**config.mk**
```make
export PLATFORM = sky130hd
export DESIGN_NAME = tlptw_walk
export DESIGN_NICKNAME = d
export VERILOG_FILES = /design/src/tlptw_pkg.sv /design/src/tlptw_walk.sv
export SDC_FILE = /design/constraint.sdc
export NUM_CORES = 1
export LEC_CHECK = 0
export ABC_AREA = 0
export ABC_CLOCK_PERIOD_IN_PS = 3400
export CORE_ASPECT_RATIO = 1.4
export CORE_UTILIZATION = 40
export DETAILED_ROUTE_END_ITERATION = 8
export DONT_BUFFER_PORTS = 1
export GPL_TIMING_DRIVEN = 0
export HOLD_SLACK_MARGIN = 0.03
export MAX_ROUTING_LAYER = met4
export PLACE_DENSITY = 0.6
export SLEW_MARGIN = 5
export SYNTH_ARGS = -nofsm -noshare
export SYNTH_HDL_FRONTEND = slang
export SYNTH_SLANG_ARGS = --single-unit
```
**constraint.sdc**
```tcl
create_clock -name clk -period 3.4 [get_ports clk]
set_input_delay 0.34 -clock clk [delete_from_list [all_inputs] [get_ports clk]]
set_output_delay 0.34 -clock clk [all_outputs]
set_load 0.01 [all_outputs]
```
**src/tlptw_pkg.sv**
```systemverilog
// Shared constants and types for the two-level page table walker.
package tlptw_pkg;

	// Physical memory geometry
	localparam int PA_BITS   = 12;
	localparam int MEM_BYTES = 1 << PA_BITS;

	// Field widths fixed by the interface
	localparam int VA_BITS   = 14;
	localparam int FIELD_PA  = 12;
	localparam int WORD_BITS = 32;

	typedef logic [PA_BITS-1:0] paddr_t;

	// Byte write request into the physical memory
	typedef struct packed {
		logic   en;
		paddr_t addr;
		logic [7:0] data;
	} mem_wr_t;

	// Byte read request into the physical memory
	typedef struct packed {
		logic   en;
		paddr_t addr;
	} mem_rd_t;

endpackage

```
**src/tlptw_walk.sv**
```systemverilog
// Walk sequencer: byte loads, up to three dependent big-endian word reads, result register.
module tlptw_walk
	import tlptw_pkg::*;
(
	input  logic                 clk,
	input  logic                 arst_n,
	input  logic [FIELD_PA-1:0]  table_base,
	// request channel
	input  logic                 in_valid,
	output logic                 in_ready,
	input  logic                 kind,
	input  logic [FIELD_PA-1:0]  load_addr,
	input  logic [7:0]           load_byte,
	input  logic [VA_BITS-1:0]   virtual_addr,
	// result channel
	output logic                 out_valid,
	input  logic                 out_ready,
	output logic                 outer_valid,
	output logic                 inner_valid,
	output logic [FIELD_PA-1:0]  physical_addr,
	output logic [WORD_BITS-1:0] read_word,
	// memory side
	output mem_wr_t              mem_wr,
	output mem_rd_t              mem_rd,
	input  logic [7:0]           mem_rdata
);

	// Sequencer states
	localparam logic [1:0] ST_IDLE = 2'd0;
	localparam logic [1:0] ST_RD   = 2'd1;
	localparam logic [1:0] ST_CAP  = 2'd2;
	localparam logic [1:0] ST_DONE = 2'd3;

	// Walk levels
	localparam logic [1:0] LVL_OUTER = 2'd0;
	localparam logic [1:0] LVL_INNER = 2'd1;
	localparam logic [1:0] LVL_DATA  = 2'd2;

	logic [1:0]           state_q;
	logic [1:0]           lvl_q;
	logic [1:0]           issue_q;
	paddr_t               base_q;
	logic [VA_BITS-1:0]   va_q;
	logic [23:0]          shift_q;
	logic                 v1_q;
	logic                 v2_q;
	logic [FIELD_PA-1:0]  pa_q;
	logic [WORD_BITS-1:0] data_q;

	logic                 out_valid_q;
	logic                 outer_valid_q;
	logic                 inner_valid_q;
	logic [FIELD_PA-1:0]  physical_addr_q;
	logic [WORD_BITS-1:0] read_word_q;

	logic                 in_beat;
	logic                 out_free;
	logic [WORD_BITS-1:0] word;
	paddr_t               outer_addr;
	paddr_t               inner_addr;
	logic [FIELD_PA-1:0]  pa_next;

	assign in_ready = (state_q == ST_IDLE);
	assign in_beat  = in_valid && in_ready;
	assign out_free = !out_valid_q || out_ready;

	// Loads go straight into memory on the accepted beat
	assign mem_wr.en   = in_beat && !kind;
	assign mem_wr.addr = PA_BITS'(load_addr);
	assign mem_wr.data = load_byte;

	// One byte read per cycle while issuing
	assign mem_rd.en   = (state_q == ST_RD);
	assign mem_rd.addr = base_q + PA_BITS'(issue_q);

	// Assembled word once the last byte lands
	assign word = {shift_q, mem_rdata};

	// Address arithmetic for the next level
	assign outer_addr = PA_BITS'(table_base) + PA_BITS'({virtual_addr[13:10], 2'b00});
	assign inner_addr = PA_BITS'(word[31:20]) + PA_BITS'({va_q[9:6], 2'b00});
	assign pa_next    = FIELD_PA'(PA_BITS'({word[31:26], va_q[5:0]}));

	// Sequencer control
	always_ff @(posedge clk or negedge arst_n) begin
		if (!arst_n) begin
			state_q <= ST_IDLE;
			lvl_q   <= LVL_OUTER;
			issue_q <= 2'd0;
		end else begin
			case (state_q)
				ST_IDLE: begin
					if (in_beat && kind) begin
						state_q <= ST_RD;
						lvl_q   <= LVL_OUTER;
						issue_q <= 2'd0;
					end
				end
				ST_RD: begin
					issue_q <= issue_q + 2'd1;
					if (issue_q == 2'd3) begin
						state_q <= ST_CAP;
					end
				end
				ST_CAP: begin
					issue_q <= 2'd0;
					case (lvl_q)
						LVL_OUTER: begin
							state_q <= word[0] ? ST_RD : ST_DONE;
							lvl_q   <= LVL_INNER;
						end
						LVL_INNER: begin
							state_q <= word[0] ? ST_RD : ST_DONE;
							lvl_q   <= LVL_DATA;
						end
						default: begin
							state_q <= ST_DONE;
						end
					endcase
				end
				ST_DONE: begin
					if (out_free) begin
						state_q <= ST_IDLE;
					end
				end
				default: begin
					state_q <= ST_IDLE;
				end
			endcase
		end
	end

	// Walk datapath
	always_ff @(posedge clk) begin
		if (in_beat && kind) begin
			base_q <= outer_addr;
			va_q   <= virtual_addr;
			v1_q   <= 1'b0;
			v2_q   <= 1'b0;
			pa_q   <= '0;
			data_q <= '0;
		end
		// byte of the previous issue arrives
		if (state_q == ST_RD && issue_q != 2'd0) begin
			shift_q <= {shift_q[15:0], mem_rdata};
		end
		if (state_q == ST_CAP) begin
			case (lvl_q)
				LVL_OUTER: begin
					if (word[0]) begin
						v1_q   <= 1'b1;
						base_q <= inner_addr;
					end
				end
				LVL_INNER: begin
					if (word[0]) begin
						v2_q   <= 1'b1;
						pa_q   <= pa_next;
						base_q <= PA_BITS'(pa_next);
					end
				end
				default: begin
					data_q <= word;
				end
			endcase
		end
	end

	// Result register, control
	always_ff @(posedge clk or negedge arst_n) begin
		if (!arst_n) begin
			out_valid_q <= 1'b0;
		end else if (state_q == ST_DONE && out_free) begin
			out_valid_q <= 1'b1;
		end else if (out_ready) begin
			out_valid_q <= 1'b0;
		end
	end

	// Result register, payload
	always_ff @(posedge clk) begin
		if (state_q == ST_DONE && out_free) begin
			outer_valid_q   <= v1_q;
			inner_valid_q   <= v2_q;
			physical_addr_q <= pa_q;
			read_word_q     <= data_q;
		end
	end

	assign out_valid     = out_valid_q;
	assign outer_valid   = outer_valid_q;
	assign inner_valid   = inner_valid_q;
	assign physical_addr = physical_addr_q;
	assign read_word     = read_word_q;

endmodule

```
* Yosys cells after proc, flatten, opt, wreduce, memory -nomap -nowiden *
Cells that the tools add are included.

cells by class
  $add $sub $neg = 4
  eq/ne operators = 9
  multiplexer cells = 32
  reduce and logical (&&, ||, !) cells = 18

operators by type and width
  operator               count
  $mux W12               8
  $mux W32               3
  $add A12 B6 Y12        2
  $pmux W12 S2           1
  $add A12 B2 Y12        1
  $mux W2                6
  $mux W1                10
  $pmux W2 S2            2
  $pmux W2 S4            1
  $eq A2 B2 Y1 const B   3
  $pmux W2 S3            1
  $reduce_and A3 Y1      2
  $reduce_bool A2 Y1     3
  $logic_and A1 B1 Y1    5
  $eq A2 B1 Y1 const B   2
  $logic_not A2 Y1       2
  $ne A2 B1 Y1 const B   2
  $ne A3 B1 Y1 const B   1
  $reduce_bool A3 Y1     1
  $add A2 B1 Y2 const B  1
  $logic_not A1 Y1       2
  $ne A2 B2 Y1 const B   1
  $reduce_and A2 Y1      1
  $reduce_or A2 Y1       1
  $logic_or A1 B1 Y1     1

word-level totals
  flip-flop bits (word level) = 145
  input bits = 59
  output and inout bits = 82
  word-level logic and storage cells = 78

* Logic depth before layout (Yosys ltp) *
  depth in word-level cells = 7
  gate-level depth with buffers = 8
  mapped depth without buffers = 8

* Worst setup path before layout *
Ideal clock, no wire load.

  kind = register to register
  start point = register state_q[0]
  end point = register inner_valid_q, in the netlist inner_valid (enable)
  setup time = 450 ps
  arrival time = 2,520 ps
  required time = 2,950 ps
  slack = 430 ps
  stages on the path, launching flop included = 3
  buffers on the path = 0
  period minus slack after synthesis = 2,970 ps
  cells stage by stage = dfrtp_1 -> nand2_1 -> nor2_1

between the ends
  longest elaborated chain between the ends = 2

RTL lines
  what                    line               text
  start, declared         tlptw_walk.sv:39   logic [1:0] state_q;
  start signal, assigned  tlptw_walk.sv:109  state_q <= word[0] ? ST_RD : ST_DONE;
  start signal, assigned  tlptw_walk.sv:113  state_q <= word[0] ? ST_RD : ST_DONE;
  $eq A2 B2 Y1            tlptw_walk.sv:182  if (state_q == ST_DONE && out_free) begin
  $logic_and A1 B1 Y1     tlptw_walk.sv:182
  end signal, assigned    tlptw_walk.sv:184  inner_valid_q <= v2_q;
  end, declared           tlptw_walk.sv:52   logic inner_valid_q;

No other way between the ends.
A chain may end at the register's enable or synchronous reset.

==> impl_table.tex <==
\begin{tabular}{lr}
\hline
Metric & Value \\
\hline
\multicolumn{2}{l}{\textbf{CTS}} \\
\quad CTS tree & yes \\
\quad Worst-case clock buffer depth & 2 \\
\quad Number of buffers inserted during clock tree synthesis & 17 \\
\quad Root buf cell & clkbuf\_16 \\
\quad Deepest level of the CTS H-tree & 4 \\
\quad Post-CTS setup buffers & 0 \\
\quad Number of hold-repair buffers added at the cts stage & 19 \\
\quad Clk Latency, worst-skew pair & 0.42 ns \\
\quad Post-CTS clock slew at the launch and capture registers of the worst setup and hold paths & 0.06 ns \\
\quad PostCTS Resize Cnt & 0 \\
\quad Number of sinks on the clock net & 145 \\
\multicolumn{2}{l}{\textbf{Setup path}} \\
\quad Critical path class & flip-flop to primary output \\
\quad Crit path DAT & 2.33 ns \\
\quad Crit Path Max Fanout & 5 \\
\quad Gate family responsible for the most delay along the worst path & adder cells \\
\quad Capturing element type of the critical path & primary output \\
\quad Cell-by-cell trace of the critical path & ha\_1, inv\_1, fa\_1, nor2\_1, and3\_1, nand3\_1, xnor2\_1 \\
\quad Launching element type of the critical path & flip-flop \\
\quad Required time at the endpoint of the critical path & 3.06 ns \\
\quad Maximum cell stage delay along the critical path & 0.43 ns \\
\quad Buffers \& Inverters on Critical Path & 1 \\
\quad Library cell contributing the largest single delay on the critical path & dfrtp\_1 \\
\multicolumn{2}{l}{\textbf{Synthesis}} \\
\quad Cell area after technology mapping & 5680 um2 \\
\quad Complex-gate fraction of the synthesized area & 0.113 \\
\quad Combinational family with the most area after synthesis & compound AO/OA/AOI/OAI gates \\
\quad Xor and xnor area share after synthesis & 0.0416 \\
\quad Most used flip-flop cell after synthesis & edfxtp\_1 \\
\quad Fraction of registers with async set or reset after synthesis & 0.0483 \\
\quad Mux share of post-synthesis cell area & 0.00528 \\
\quad Synthesized area per cell & 13.2 um2 \\
\quad Yosys warns & 0 \\
\quad Number of distinct library cells after synthesis & 44 \\
\quad Simple-gate portion of the synthesized area & 0.0881 \\
\quad Flip-flop and latch count after synthesis & 145 \\
\quad Cells after synthesis & 431 \\
\quad Count of flip-flops with a built-in enable after synthesis & 80 \\
\quad Sequential fraction of the synthesis area & 0.658 \\
\quad Synthesized Nets & 505 \\
\quad Synth Area in Adders & 0.0370 \\
\multicolumn{2}{l}{\textbf{Run}} \\
\quad Max Cap Violations & 0 \\
\multicolumn{2}{l}{\textbf{Global route}} \\
\quad Met3 Usage GRT & 0.0514 \\
\quad GR Layer Usage met2 & 0.284 \\
\quad Maximum number of pins on one net before global-route repair & 31 \\
\quad GRT busiest layer & met2 \\
\quad Initial antenna violation count & 0 \\
\quad Via count of the first global-routing pass & 3,470 \\
\quad Global-route wire length before repair & 18,300 um \\
\quad Met1 usage in global routing & 0.197 \\
\quad GR Overflow Total & 0 \\
\quad Global-route usage over all layers & 0.176 \\
\multicolumn{2}{l}{\textbf{Worst hold path}} \\
\quad Path class of the lowest-slack min-delay path & input port to flip-flop \\
\multicolumn{2}{l}{\textbf{Placement}} \\
\quad Final HPWL from detailed placement & 8410 um \\
\quad Buffers on Ports & 0 \\
\quad Routability Congestion & 0.808 \\
\quad Post-place instance area & 5970 um2 \\
\multicolumn{2}{l}{\textbf{Power}} \\
\quad Maximum ir drop on the vdd rail & 499 uV \\
\quad Static Leak & 2.56 nW \\
\quad Power density over the cells & 935 nW/um2 \\
\multicolumn{2}{l}{\textbf{Drt}} \\
\quad Antenna-violating nets left & 0 \\
\quad Overall via count from detail\_route & 3,366 \\
\quad 1st-iter DRT viols & 150 \\
\quad Mean routed wirelength per cell & 17.5 um \\
\quad Via-to-Cell Ratio & 5.02 \\
\quad Routed WL & 11,700 um \\
\quad DR pass1 iterations & 5 \\
\quad DR DRC count & 0 \\
\multicolumn{2}{l}{\textbf{STA}} \\
\quad Minimum clock period & 2.67 ns \\
\quad Slew at the pin closest to its max-slew limit & 0.888 ns \\
\quad Number of setup violations in the final report & 0 \\
\quad Period utilisation layout & 0.785 \\
\quad Max-Slew Margin vs Limit & 0.405 \\
\quad Post-Route Hold Slack & 0.0488 ns \\
\quad Final Max Slew Viols & 0 \\
\quad Final hold violations & 0 \\
\quad Setup clock skew after layout & 0.00783 ns \\
\quad RSZ-0062 raised after global routing & no \\
\quad Highest Clock Rate & 374 MHz \\
\multicolumn{2}{l}{\textbf{Status}} \\
\quad Outcome & completed \\
\multicolumn{2}{l}{\textbf{Cells and area}} \\
\quad Total number of nets in the final design & 546 \\
\quad Share of post-route cells with drive strength above 1 & 0.163 \\
\quad Finished Cell Area & 6780 um2 \\
\quad Antenna Cells & 0 \\
\quad Synth-to-layout area growth & 19.3\% \\
\multicolumn{2}{l}{\textbf{Floorplan}} \\
\quad Width of the die & 103 um \\
\quad Total I/O pin count & 141 \\
\quad Overall die area & 14,700 um2 \\
\quad Die Y-Extent & 143 um \\
\quad Row cnt & 51 \\
\quad Floorplan core area & 13,900 um2 \\
\quad Starting utilization of the core area & 0.409 \\
\hline
\end{tabular}
-- through the flow --
| step | instances | TNS (ns) | setup WS, ns | power [mW] | util |
|---|---|---|---|---|---|
| 2_1_floorplan | 431 | 0 | 0.430 | 3.91 | - |
| 3_3_place_gp | 616 | -44.94 | -0.673 | 4.32 | 0.425 |
| 3_5_place_dp | 619 | 0 | 1.13 | 4.42 | 0.429 |
| 4_1_cts | 670 | 0 | 0.692 | 6.40 | 0.487 |
| 5_1_grt | 670 | 0 | 0.586 | 6.66 | 0.487 |
| 6_report | 670 | 0 | 0.729 | 6.34 | 0.487 |
-- logic make-up (layout without fill, tap and decap cells) --
| kind of cell | Yosys count | in the layout |
|---|---|---|
| flip-flops | 145 | 145 |
| AND/OR/NAND/NOR | 100 | 100 |
| AO/OA/AOI/OAI | 89 | 89 |
| buffers and inverters | 52 | 106 |
| XOR/XNOR | 27 | 27 |
| adder cells (fa/ha/maj) | 15 | 15 |
| multiplexers | 3 | 3 |
-- Yosys cell counts (all sizes together) (5+ instances only) --
| master | count | area share |
|---|---|---|
| a21oi | 9 | 0.0079 |
| a22o | 32 | 0.049 |
| a31oi | 5 | 0.0055 |
| and3 | 5 | 0.0055 |
| buf | 36 | 0.047 |
| dfrtp | 7 | 0.031 |
| dfxtp | 58 | 0.20 |
| edfxtp | 80 | 0.42 |
| ha | 12 | 0.026 |
| inv | 13 | 0.0086 |
| nand2 | 51 | 0.034 |
| nand3 | 10 | 0.011 |
| nor2 | 11 | 0.0099 |
| nor2b | 7 | 0.0090 |
| o21ai | 20 | 0.018 |
| xnor2 | 13 | 0.020 |
| xor2 | 14 | 0.022 |
-- final cells by class --
cell class	instances	area (um2)
Sequential cell	145	3740
Tap cell	185	231
Multi-Input combinational cell	234	1630
Timing Repair Buffer	22	233
Clock buffer	17	425
Inverter	13	48.8
Fill cell	1308	7130
Buffer	39	279
Clock inverter	15	196
-- worst reg2reg max path, delay by kind of cell, from the launching register on --
kind	cells	cell delay, ns
flip-flops	1	0.43
buffers and inverters	1	0.05
XOR/XNOR	1	0.23
AND/OR/NAND/NOR	2	0.31
AO/OA/AOI/OAI	2	0.48
adder cells (fa/ha/maj)	2	0.59
-- state kept, by name (all words and copies together) (netlist names) --
signal / flops
base_q: 12
data_q: 32
inner_valid: 1
issue_q: 2
lvl_q: 2
out_valid: 1
outer_valid: 1
pa_q: 12
physical_addr: 12
read_word: 32
shift_q: 24
state_q: 2
v1_q: 1
v2_q: 1
va_q: 10
-- worst paths after layout --
path / startpoint / endpoint / slack [ns] / cells after the start
max: issue_q[0] / mem_rd[8] / 0.73 / 7
min: mem_rdata[7] / data_q[7] / 0.05 / 1
max reg2reg: shift_q[14] / base_q[8] / 1.19 / 8
min reg2reg: pa_q[5] / physical_addr[5] / 0.43 / 0
max in group asynchronous: arst_n / lvl_q[0] / 2.87 / 1
min in group asynchronous: arst_n / issue_q[1] / 0.26 / 1
-- routing by layer --
layer / vias to the layer above / share of wire
li1: 1617 / -
met1: 1603 / 0.41
met2: 123 / 0.52
met3: 23 / 0.051
met4: 0 / 0.027
met5: - / 0
-- cells in the final DEF, fill, tap and decap left out, types with 4 or more instances in the layout --
cell,instances
nor2b_1,6
a211oi_1,4
dfrtp_1,7
xor2_1,14
ha_1,12
o21ai_0,19
and3_1,5
clkbuf_16,17
buf_2,10
buf_4,20
a22o_1,32
nand2_1,51
inv_6,4
xnor2_1,13
o211ai_1,4
nor2_1,8
edfxtp_1,80
a21o_1,4
nand3_1,9
a31oi_1,5
inv_1,12
dfxtp_1,58
dlygate4sd3_1,19
buf_6,8
a21oi_1,9
-- power breakdown --
part	total (mW)	switching (mW)	internal, mW	leakage, nW
registers	2.97	0.432	2.54	1.31
clock network	1.96	0.778	1.18	0.301
logic	1.42	0.833	0.585	0.953
No activity file was read; power rests on OpenSTA's default activity.
